**src/rtl/core/trb_pkg.sv**
```systemverilog
// ----------------------------------------------------------------------------
// trb_pkg
// Shared types and constants for the timestamp reorder buffer.
// ----------------------------------------------------------------------------
package trb_pkg;

  localparam int SEC_W = 32;
  localparam int MS_W  = 10;

  localparam logic OP_PUSH  = 1'b0;
  localparam logic OP_FLUSH = 1'b1;

  typedef enum logic [1:0] {
    S_IDLE,
    S_SCAN,
    S_SEND,
    S_PACK
  } state_t;

endpackage

```
**src/rtl/core/trb_if.sv**
```systemverilog
// ----------------------------------------------------------------------------
// trb_in_if / trb_out_if
// Valid/ready channels for push/flush beats and ordered result beats.
// ----------------------------------------------------------------------------
interface trb_in_if import trb_pkg::*; #(parameter int TAG_BITS = 16) ();
  logic                valid;
  logic                ready;
  logic                opcode;
  logic [SEC_W-1:0]    time_seconds;
  logic [MS_W-1:0]     time_millis;
  logic [TAG_BITS-1:0] message_tag;

  modport source (output valid, opcode, time_seconds, time_millis, message_tag,
                  input ready);
  modport sink (input valid, opcode, time_seconds, time_millis, message_tag,
                output ready);
endinterface

interface trb_out_if import trb_pkg::*; #(parameter int TAG_BITS = 16) ();
  logic                valid;
  logic                ready;
  logic [TAG_BITS-1:0] out_tag;
  logic [SEC_W-1:0]    out_seconds;
  logic [MS_W-1:0]     out_millis;
  logic                last;

  modport source (output valid, out_tag, out_seconds, out_millis, last,
                  input ready);
  modport sink (input valid, out_tag, out_seconds, out_millis, last,
                output ready);
endinterface

```
**src/rtl/core/timestamp_reorder_buffer.sv**
```systemverilog
// ----------------------------------------------------------------------------
// timestamp_reorder_buffer
// Collects timestamped tags and emits them oldest first.
// ----------------------------------------------------------------------------
// req carries push and flush beats; rsp carries result beats, oldest first,
// with last on the final beat of a run. A push below capacity is taken
// without starting a run. The push that fills the store starts a run that
// emits the oldest CAPACITY/2 entries; a flush emits all stored entries and
// empties the store. Each result beat needs a full read sweep of the entry
// memory to select the oldest entry not yet sent. A push run ends with a
// compaction sweep that packs the kept entries to the front in arrival
// order. Equal timestamps leave in arrival order. req is not ready while a
// run is active. A stalled rsp holds its beat and the run waits. Reset
// empties the store at once; the memory itself is not cleared.
// ----------------------------------------------------------------------------
module timestamp_reorder_buffer import trb_pkg::*; #(
  parameter int CAPACITY = 32,
  parameter int TAG_BITS = 16
) (
  input  logic clk,
  input  logic rst,
  trb_in_if.sink    req,
  trb_out_if.source rsp
);

  localparam int CNT_W = $clog2(CAPACITY + 1);
  localparam int IDX_W = (CAPACITY > 1) ? $clog2(CAPACITY) : 1;
  localparam int KEY_W = SEC_W + MS_W;
  localparam int ENT_W = KEY_W + TAG_BITS;
  localparam logic [CNT_W-1:0] CAP  = CNT_W'(CAPACITY);
  localparam logic [CNT_W-1:0] HALF = CNT_W'(CAPACITY / 2);

  logic [ENT_W-1:0] mem [CAPACITY];
  logic [ENT_W-1:0] rdata;

  state_t state, state_next;
  logic [CNT_W-1:0] count;
  logic [CNT_W-1:0] target;
  logic [CNT_W-1:0] sent;
  logic [CNT_W-1:0] wptr;
  logic             flush_run;
  logic [IDX_W-1:0] scan_idx;
  logic             issuing;
  logic [IDX_W-1:0] rd_idx;
  logic             rd_vld;
  logic [CAPACITY-1:0] done;
  logic             have;
  logic [IDX_W-1:0] best_idx;
  logic [ENT_W-1:0] best;

  logic             push_acc, flush_acc, scan_end, pack_end, send_acc, run_end;
  logic             take;
  logic             we;
  logic [IDX_W-1:0] waddr;
  logic [ENT_W-1:0] wdata;

  assign push_acc  = req.valid && req.ready && (req.opcode == OP_PUSH);
  assign flush_acc = req.valid && req.ready && (req.opcode == OP_FLUSH)
                     && (count != '0);
  assign scan_end  = (state == S_SCAN) && rd_vld && (CNT_W'(rd_idx) + 1'b1 == count);
  assign pack_end  = (state == S_PACK) && rd_vld && (CNT_W'(rd_idx) + 1'b1 == count);
  assign send_acc  = (state == S_SEND) && rsp.ready;
  assign run_end   = send_acc && (sent + 1'b1 == target);
  assign take      = rd_vld && !done[rd_idx]
                     && (!have || rdata[ENT_W-1 -: KEY_W] < best[ENT_W-1 -: KEY_W]);

  always_comb begin
    state_next = state;
    req.ready  = 1'b0;
    rsp.valid  = 1'b0;
    case (state)
      S_IDLE: begin
        req.ready = 1'b1;
        if (flush_acc || (push_acc && count + 1'b1 == CAP)) begin
          state_next = S_SCAN;
        end
      end
      S_SCAN: begin
        if (scan_end) begin
          state_next = S_SEND;
        end
      end
      S_SEND: begin
        rsp.valid = 1'b1;
        if (run_end) begin
          state_next = flush_run ? S_IDLE : S_PACK;
        end else if (send_acc) begin
          state_next = S_SCAN;
        end
      end
      S_PACK: begin
        if (pack_end) begin
          state_next = S_IDLE;
        end
      end
      default: state_next = S_IDLE;
    endcase
  end

  assign rsp.out_tag     = best[TAG_BITS-1:0];
  assign rsp.out_millis  = best[TAG_BITS +: MS_W];
  assign rsp.out_seconds = best[ENT_W-1 -: SEC_W];
  assign rsp.last        = (sent + 1'b1 == target);

  always_comb begin
    we    = 1'b0;
    waddr = count[IDX_W-1:0];
    wdata = {req.time_seconds, req.time_millis, req.message_tag};
    if (push_acc) begin
      we = 1'b1;
    end else if ((state == S_PACK) && rd_vld && !done[rd_idx]) begin
      we    = 1'b1;
      waddr = wptr[IDX_W-1:0];
      wdata = rdata;
    end
  end

  always_ff @(posedge clk) begin
    if (we) begin
      mem[waddr] <= wdata;
    end
    rdata <= mem[scan_idx];
  end

  always_ff @(posedge clk) begin
    if (rst) begin
      state <= S_IDLE;
    end else begin
      state <= state_next;
    end
  end

  always_ff @(posedge clk) begin
    if (rst) begin
      count     <= '0;
      sent      <= '0;
      target    <= '0;
      wptr      <= '0;
      flush_run <= 1'b0;
      scan_idx  <= '0;
      issuing   <= 1'b0;
      rd_vld    <= 1'b0;
      rd_idx    <= '0;
      done      <= '0;
      have      <= 1'b0;
    end else begin
      rd_vld <= issuing;
      rd_idx <= scan_idx;
      if (issuing) begin
        if (CNT_W'(scan_idx) + 1'b1 == count) begin
          issuing <= 1'b0;
        end else begin
          scan_idx <= scan_idx + 1'b1;
        end
      end
      if (push_acc) begin
        count <= count + 1'b1;
      end
      if (state == S_IDLE && state_next == S_SCAN) begin
        flush_run <= flush_acc;
        target    <= flush_acc ? count : HALF;
        sent      <= '0;
        scan_idx  <= '0;
        issuing   <= 1'b1;
        have      <= 1'b0;
      end
      if (state == S_SCAN && take) begin
        have     <= 1'b1;
        best     <= rdata;
        best_idx <= rd_idx;
      end
      if (send_acc) begin
        done[best_idx] <= 1'b1;
        sent           <= sent + 1'b1;
        scan_idx       <= '0;
        issuing        <= 1'b1;
        have           <= 1'b0;
        wptr           <= '0;
        if (run_end && flush_run) begin
          count   <= '0;
          done    <= '0;
          issuing <= 1'b0;
        end
      end
      if (state == S_PACK && rd_vld && !done[rd_idx]) begin
        wptr <= wptr + 1'b1;
      end
      if (pack_end) begin
        count <= count - HALF;
        done  <= '0;
      end
    end
  end

  a_count_bound: assert property (@(posedge clk) disable iff (rst)
    count <= CAP) else $error("entry count above capacity");

  a_flush_empties: assert property (@(posedge clk) disable iff (rst)
    (send_acc && run_end && flush_run) |=> (count == '0))
    else $error("store not empty after flush run");

  a_pack_count: assert property (@(posedge clk) disable iff (rst)
    pack_end |=> (count == CAP - HALF))
    else $error("wrong count after compaction");

endmodule
```
**src/flat_wrapper.sv**
```systemverilog
// flat-port wrapper written by rule: the top's interface ports become plain ports
module timestamp_reorder_buffer_flat import trb_pkg::*;
#(
  parameter int CAPACITY = 32,
  parameter int TAG_BITS = 16
)
  (clk, rst, req_valid, req_opcode, req_time_seconds, req_time_millis, req_message_tag, req_ready, rsp_valid, rsp_out_tag, rsp_out_seconds, rsp_out_millis, rsp_last, rsp_ready);
  trb_in_if #(.TAG_BITS(TAG_BITS)) req_i ();
  trb_out_if #(.TAG_BITS(TAG_BITS)) rsp_i ();
  input  logic clk;
  input  logic rst;
  input wire logic [$bits(req_i.valid)-1:0] req_valid;
  input wire logic [$bits(req_i.opcode)-1:0] req_opcode;
  input wire logic [$bits(req_i.time_seconds)-1:0] req_time_seconds;
  input wire logic [$bits(req_i.time_millis)-1:0] req_time_millis;
  input wire logic [$bits(req_i.message_tag)-1:0] req_message_tag;
  output wire logic [$bits(req_i.ready)-1:0] req_ready;
  output wire logic [$bits(rsp_i.valid)-1:0] rsp_valid;
  output wire logic [$bits(rsp_i.out_tag)-1:0] rsp_out_tag;
  output wire logic [$bits(rsp_i.out_seconds)-1:0] rsp_out_seconds;
  output wire logic [$bits(rsp_i.out_millis)-1:0] rsp_out_millis;
  output wire logic [$bits(rsp_i.last)-1:0] rsp_last;
  input wire logic [$bits(rsp_i.ready)-1:0] rsp_ready;
  assign req_i.valid = req_valid;
  assign req_i.opcode = req_opcode;
  assign req_i.time_seconds = req_time_seconds;
  assign req_i.time_millis = req_time_millis;
  assign req_i.message_tag = req_message_tag;
  assign req_ready = req_i.ready;
  assign rsp_valid = rsp_i.valid;
  assign rsp_out_tag = rsp_i.out_tag;
  assign rsp_out_seconds = rsp_i.out_seconds;
  assign rsp_out_millis = rsp_i.out_millis;
  assign rsp_last = rsp_i.last;
  assign rsp_i.ready = rsp_ready;
  timestamp_reorder_buffer #(.CAPACITY(CAPACITY), .TAG_BITS(TAG_BITS)) u_core (.clk(clk), .rst(rst), .req(req_i), .rsp(rsp_i));
endmodule
```
**config.mk**
```make
export PLATFORM = sky130hd
export DESIGN_NAME = timestamp_reorder_buffer_flat
export DESIGN_NICKNAME = d
export VERILOG_FILES = /design/src/rtl/core/trb_pkg.sv /design/src/rtl/core/trb_if.sv /design/src/rtl/core/timestamp_reorder_buffer.sv /design/src/flat_wrapper.sv
export SDC_FILE = /design/constraint.sdc
export NUM_CORES = 2
export LEC_CHECK = 0
export ABC_CLOCK_PERIOD_IN_PS = 9600
export BUFFER_PORTS_ARGS = -buffer_cell sky130_fd_sc_hd__clkbuf_2
export CORE_MARGIN = 2
export CORE_UTILIZATION = 30
export DETAILED_ROUTE_END_ITERATION = 10
export GPL_ROUTABILITY_DRIVEN = 0
export PLACE_DENSITY = 0.52
export SYNTH_ARGS = -nofsm -noshare
export SYNTH_HDL_FRONTEND = slang
export SYNTH_SLANG_ARGS = --single-unit
```
**constraint.sdc**
```tcl
create_clock -name clk -period 9.6 [get_ports clk]
set_clock_uncertainty 0.15 [all_clocks]
set_input_delay 0.96 -clock clk [delete_from_list [all_inputs] [get_ports clk]]
set_output_delay 0.96 -clock clk [all_outputs]
set_load 0.01 [all_outputs]
```
### Yosys cells after proc, flatten, opt, wreduce, memory -nomap -nowiden

Memories as Yosys holds them, arrays and structs flattened. A register that Yosys moved wholly into a read port is not among the register bits.
Cells that the tools add are included.

| word-level totals | value |
|---|---|
| bits in writable memories | 1,856 |
| memories | 1 |
| output and inout bits | 61 |
| bits in registers | 135 |
| bits of input ports | 63 |

| cells by class | value |
|---|---|
| bitwise logic cells | 4 |
| equality and inequality tests | 8 |
| reduce and logical (&&, ||, !) cells | 32 |
| $add $sub $neg | 7 |
| multiplexer cells | 38 |
| magnitude comparators | 4 |

Memories:

| name | depth | width | rd ports | clocked after Yosys merged registers in | wr ports | RTL line | RTL |
|---|---|---|---|---|---|---|---|
| u_core.mem | 32 | 58 | 1 | 1 | 1 | timestamp_reorder_buffer.sv:33 | `logic [ENT_W-1:0] mem [CAPACITY];` |

Operators by type and width:

| operator | number |
|---|---|
| 2-to-1 mux 58 bit | 2 |
| 2-to-1 mux 6 bit | 9 |
| < comparator 42 bit | 1 |
| 2-to-1 mux 32 bit | 1 |
| OR 32 bit | 1 |
| adder 6 x 1 -> 6 bit, second input constant | 3 |
| equality test 6 bit | 3 |
| logical AND 1 bit | 18 |
| 2-to-1 mux 1 bit | 15 |
| adder 5 x 1 -> 6 bit, second input constant | 2 |
| < comparator 5 x 6 -> 1 bit, second input constant | 2 |
| 2-to-1 mux 2 bit | 6 |
| 2-to-1 mux 5 bit | 2 |
| case mux 2 bit (4 select lines) | 1 |
| equality test 6 bit, second input constant | 1 |
| nonzero test 2 bit | 3 |
| nonzero test 6 bit | 1 |
| subtractor 6 x 5 -> 6 bit, second input constant | 1 |
| adder 5 x 1 -> 5 bit, second input constant | 1 |
| binary-select mux 1 bit (select 5 bit) | 1 |
| demux 1 bit (select 5 bit) | 1 |
| greater-or-equal comparator 5 x 1 -> 1 bit, second input constant | 1 |
| equality test 2 x 1 -> 1 bit, second input constant | 2 |
| equality test 2 bit, second input constant | 2 |
| 7 further kinds | 13 |

### Longest topological paths before layout

| logic depth | value |
|---|---|
| depth in word-level cells | 12 |
| depth in mapped cells | 11 |

### Least setup slack after synthesis

No wires, ideal clock.

| path | value |
|---|---|
| kind | flip-flop to flip-flop |
| start | register u_core.rd_idx[0] |
| end | memory u_core.mem[31][0] in the netlist's numbering (enable) |
| cell stages (with the launch flop) | 10 |
| clock period less this slack | 5.653 ns |
| path slack | 3.947 ns |
| arrival time | 5.008 ns |
| cell sequence | dfxtp_1 > buf_4 > mux4_2 > or2_1 > nand3_1 > nand3_1 > nor2_4 > buf_6 > nand3_4 > o22ai_1 |

| between the ends | value |
|---|---|
| word-level cells in the longest chain between the ends | 8 |
| elaborated cells on any way between the ends | 10 |
| classes of those cells | 8 x mux; 2 x reduce/logical |

Ends and longest elaborated chain:

| what | RTL line | RTL |
|---|---|---|
| start: declaration | timestamp_reorder_buffer.sv:44 | `logic [IDX_W-1:0] rd_idx;` |
| start signal: assignment | timestamp_reorder_buffer.sv:148 | `rd_idx <= scan_idx;` |
| binary-select mux 1 bit (select 5 bit) * | timestamp_reorder_buffer.sv:111 | `end else if ((state == S_PACK) && rd_vld && !done[rd_idx]) begin` |
| 2-to-1 mux 1 bit (implied by the code) * | timestamp_reorder_buffer.sv:111 |  |
| logical NOT 1 bit * | timestamp_reorder_buffer.sv:111 |  |
| logical AND 1 bit * | timestamp_reorder_buffer.sv:111 |  |
| 2-to-1 mux 1 bit | timestamp_reorder_buffer.sv:111 |  |
| 2-to-1 mux 1 bit | timestamp_reorder_buffer.sv:109 | `if (push_acc) begin` |
| 2-to-1 mux 1 bit | timestamp_reorder_buffer.sv:119 | `if (we) begin` |
| 2-to-1 mux 1 bit (implied by the code) | timestamp_reorder_buffer.sv:120 | `mem[waddr] <= wdata;` |
| end: declaration | timestamp_reorder_buffer.sv:33 |  |

Mark *: on every way between the ends. The rest lies on a longest branch, timed or not. The select of a mux whose other input is x is not followed.

### Worst setup path in the final report

| path | value |
|---|---|
| start | register u_core.rd_idx[0] |
| end | memory u_core.mem[20][44] in the netlist's numbering (enable) |

The elaborated chain is that of the path after synthesis.

==> impl_metrics.env <==
export IMPL_run_status="finished, final reports clean"
export IMPL_detail_route_iter0_violations=3441
export IMPL_grt_max_degree=143
export IMPL_via_per_inst=4.91
export IMPL_timing_rr_start="u_core.rd_idx[0]"
export IMPL_period_minus_slack_ps=5790
export IMPL_worstSetupPathType="reg -> reg"
export IMPL_netlist_area_um2=78800
export IMPL_setup_violations=0
export IMPL_number_of_antenna_violations_at_the_first_check_in_global_routing=8
export IMPL_ctsRootBufferMaster="sky130_fd_sc_hd__clkbuf_16"
export IMPL_cp_required_ps=9930
export IMPL_final_layout_size_suffix_gt1_share_pct=32.5
export IMPL_ctsLongestPathBuffers=3
export IMPL_dpl_hpwl_um=105000
export IMPL_route_vias_total=36259
export IMPL_rr_endpoint="u_core.mem[20][44]"
export IMPL_totalWireLength_um=203000
export IMPL_route_antenna_remaining_nets=0
export IMPL_clk_transition_reported_paths_ps=60
export IMPL_setup_slack_ps=3810
export IMPL_area_growth_syn_to_layout_pct=15.6
export IMPL_preCtsSetupSlack_ps=3660
export IMPL_power_leakage_uw=0.0273
export IMPL_netlist_top_cells_area="sky130_fd_sc_hd__edfxtp_1 73%, sky130_fd_sc_hd__mux4_2 17%, sky130_fd_sc_hd__dfxtp_1 3.3%"
export IMPL_dieWidth_um=516
export IMPL_hold_path_cell_count=3
export IMPL_worst_reg2reg_path_length_in_cells=9
export IMPL_globalRouteTotalUtil_pct=15.1
export IMPL_total_clock_sinks=2048
export IMPL_die_height_um=516
export IMPL_global_route_wire_length_before_repair_um=289000
export IMPL_final_period_utilization_pct=60.3
export IMPL_most_area_hungry_cell_type_in_the_yosys_netlist="sky130_fd_sc_hd__edfxtp_1"
export IMPL_power_density_nw_per_um2=203
export IMPL_critical_path_startpoint_type="flop"
export IMPL_floorplan_core_area_um2=262000
export IMPL_design_portCount=124
export IMPL_critical_path_arrival_ps=6110
export IMPL_layout_nets=3800
export IMPL_setup_tns_final_ps=0
export IMPL_port_buffers=123
export IMPL_timing_hold_ws_ps=292
export IMPL_htreeDepth=4
export IMPL_power_ir_vdd_worst_mv=0.167
export IMPL_r2r_setup_slack_ps=3810
export IMPL_holdBufCountCts=0
export IMPL_rsz0062_at_grt="false"
export IMPL_avgSynthCellArea_um2=22.8
export IMPL_postSynthCellCount=3451
export IMPL_fmaxAchievable_ghz=0.173
export IMPL_min_path_type="in -> reg"
export IMPL_synth_distinct_cells=59
export IMPL_via_count_of_the_first_global_routing_pass=37705
export IMPL_cts_tree="done"
export IMPL_floorplan_initialDensity_pct=30.1
export IMPL_number_of_iterations_in_the_first_detailed_routing_pass=5
export IMPL_max_cap_violations=0
export IMPL_floorplan_die_area_um2=267000
export IMPL_hold_path_endpoint="u_core.target[3]"
export IMPL_hold_viol_final=0
export IMPL_slew_headroom_pct=23.5
export IMPL_slew_viol_final=0
export IMPL_synth_common_cells="1919 x sky130_fd_sc_hd__edfxtp_1, 584 x sky130_fd_sc_hd__mux4_2, 129 x sky130_fd_sc_hd__dfxtp_1, 117 x sky130_fd_sc_hd__mux2_2, 97 x sky130_fd_sc_hd__clkbuf_1"
export IMPL_timing_critical_path_to_type="flop"
export IMPL_post_synth_top_area_fraction_pct=73.2
export IMPL_max_slew_worst_pin_slew_ps=1150
export IMPL_cts_setup_buffers=0
export IMPL_insertion_delay_ps=870
export IMPL_crit_path_max_fanout=31
export IMPL_synthFlopType="sky130_fd_sc_hd__edfxtp_1"
export IMPL_worstHoldStart="req_valid"
export IMPL_globalRoute_totalOverflow=0
export IMPL_synthesis_nets=3563
export IMPL_ys_async_sr_fraction_pct=0
export IMPL_cts_buffers_inserted=208
export IMPL_ys_warnings_count=0
export IMPL_synthMostInstantiatedCell="sky130_fd_sc_hd__edfxtp_1"
export IMPL_core_rowCount=188
export IMPL_wire_length_per_cell_um=27.5
export IMPL_synth_ff_latch_count=2048
export IMPL_postCtsResizedCells=0
export IMPL_route_detailed_drc=0
export IMPL_synth_edff_count=1919
export IMPL_ys_seq_area_share_pct=76.5
==> critical path: stages (launching register included) <==
cell,delay (ps)
sky130_fd_sc_hd__dfxtp_1,840
sky130_fd_sc_hd__mux4_2,610
sky130_fd_sc_hd__a2111o_1,440
sky130_fd_sc_hd__and3_1,290
sky130_fd_sc_hd__nor2_4,130
sky130_fd_sc_hd__buf_4,580
sky130_fd_sc_hd__nand2_2,480
sky130_fd_sc_hd__o22ai_4,730
sky130_fd_sc_hd__buf_4,510
sky130_fd_sc_hd__buf_4,610
==> flip-flops by register name, summed over array words and instances, names as in the netlist, 5 cells and up <==
name	cells
u_core.mem	1856
u_core.best	58
u_core.rdata	58
u_core.done	32
u_core.count	6
u_core.sent	6
u_core.target	6
u_core.best_idx	5
u_core.rd_idx	5
u_core.scan_idx	5
u_core.wptr	5
==> routing by layer <==
metal	vias up	track usage (%)	part of all wire [%]
li1	15096	-	-
met1	19940	21.9	46
met2	989	23.9	47
met3	230	2.81	5.5
met4	4	3.06	1.6
met5	-	0	0.016
==> through the flow <==
| stage | std cells | total power (uW) | util, % | cell area (um2) |
|---|---|---|---|---|
| 6_report | 7383 | 18500 | 34.8 | 91000 |
| 2_1_floorplan | 3451 | 10300 | - | 78800 |
| 3_5_place_dp | 6993 | 10500 | 32.1 | 84200 |
| 3_3_place_gp | 6993 | 10500 | 32.1 | 84200 |
| 4_1_cts | 7382 | 18700 | 34.8 | 91000 |
| 5_1_grt | 7382 | 19000 | 34.8 | 91000 |
==> worst max path at each step <==
stage / start / to / depth (start not counted)
2_1_floorplan: u_core.rd_idx[0] / u_core.mem[31][0] / 9
3_3_place_gp: u_core.rd_idx[0] / u_core.mem[20][51] / 9
3_5_place_dp: u_core.rd_idx[0] / u_core.mem[20][45] / 9
4_1_cts: u_core.rd_idx[0] / u_core.mem[20][44] / 9
5_1_grt: u_core.rd_idx[0] / u_core.mem[20][44] / 9
6_report: u_core.rd_idx[0] / u_core.mem[20][44] / 9
==> logic make-up (layout without fill, tap and decap cells) <==
| group | after synthesis | after routing | share of synthesized area (%) |
|---|---|---|---|
| xor gates and xnor gates | 33 | 33 | 0.384 |
| buffers and inverters | 231 | 647 | 1.23 |
| DFF | 2048 | 2048 | 76.5 |
| and+or+nand+nor | 231 | 231 | 1.49 |
| other | 0 | 1 | 0 |
| muxes | 710 | 710 | 18.5 |
| adders and majority gates | 49 | 49 | 0.778 |
| AOI/OAI and AO/OA | 149 | 149 | 1.18 |
==> cell usage in the layout (no fill, tap or decap), drive strengths merged, types with 10 or more instances in the layout <==
cell type	Yosys	routed
nor2	72	72
inv	53	61
clkbuf	97	389
mux4	584	584
nand2	43	43
bufinv	0	20
clkinv	0	90
xnor2	23	23
a21oi	59	59
ha	49	49
dfxtp	129	129
o22ai	34	34
buf	81	82
mux2	117	117
nor2b	11	11
edfxtp	1919	1919
nand4	10	10
nand3	44	44
==> report_power, final <==
part,switching [uW],leakage [uW],internal (uW),total (uW)
logic,299,0.00564,203,502
clock network,3490,0.00335,4630,8130
registers,37.5,0.0183,9800,9840
total,3830,0.0273,14600,18500
==> cell type report <==
cell class              instances  area, um2
repair buffers                205       1290
clock buffers                 266       5530
diodes                          1       2.50
inverters                      53        199
multi-input cells            1172      18000
fillers                     24159     171000
flip-flops and latches       2048      60200
clock inverters               123       1350
well taps                    3515       4400
Note: power is estimated with default switching activity, not from simulation.
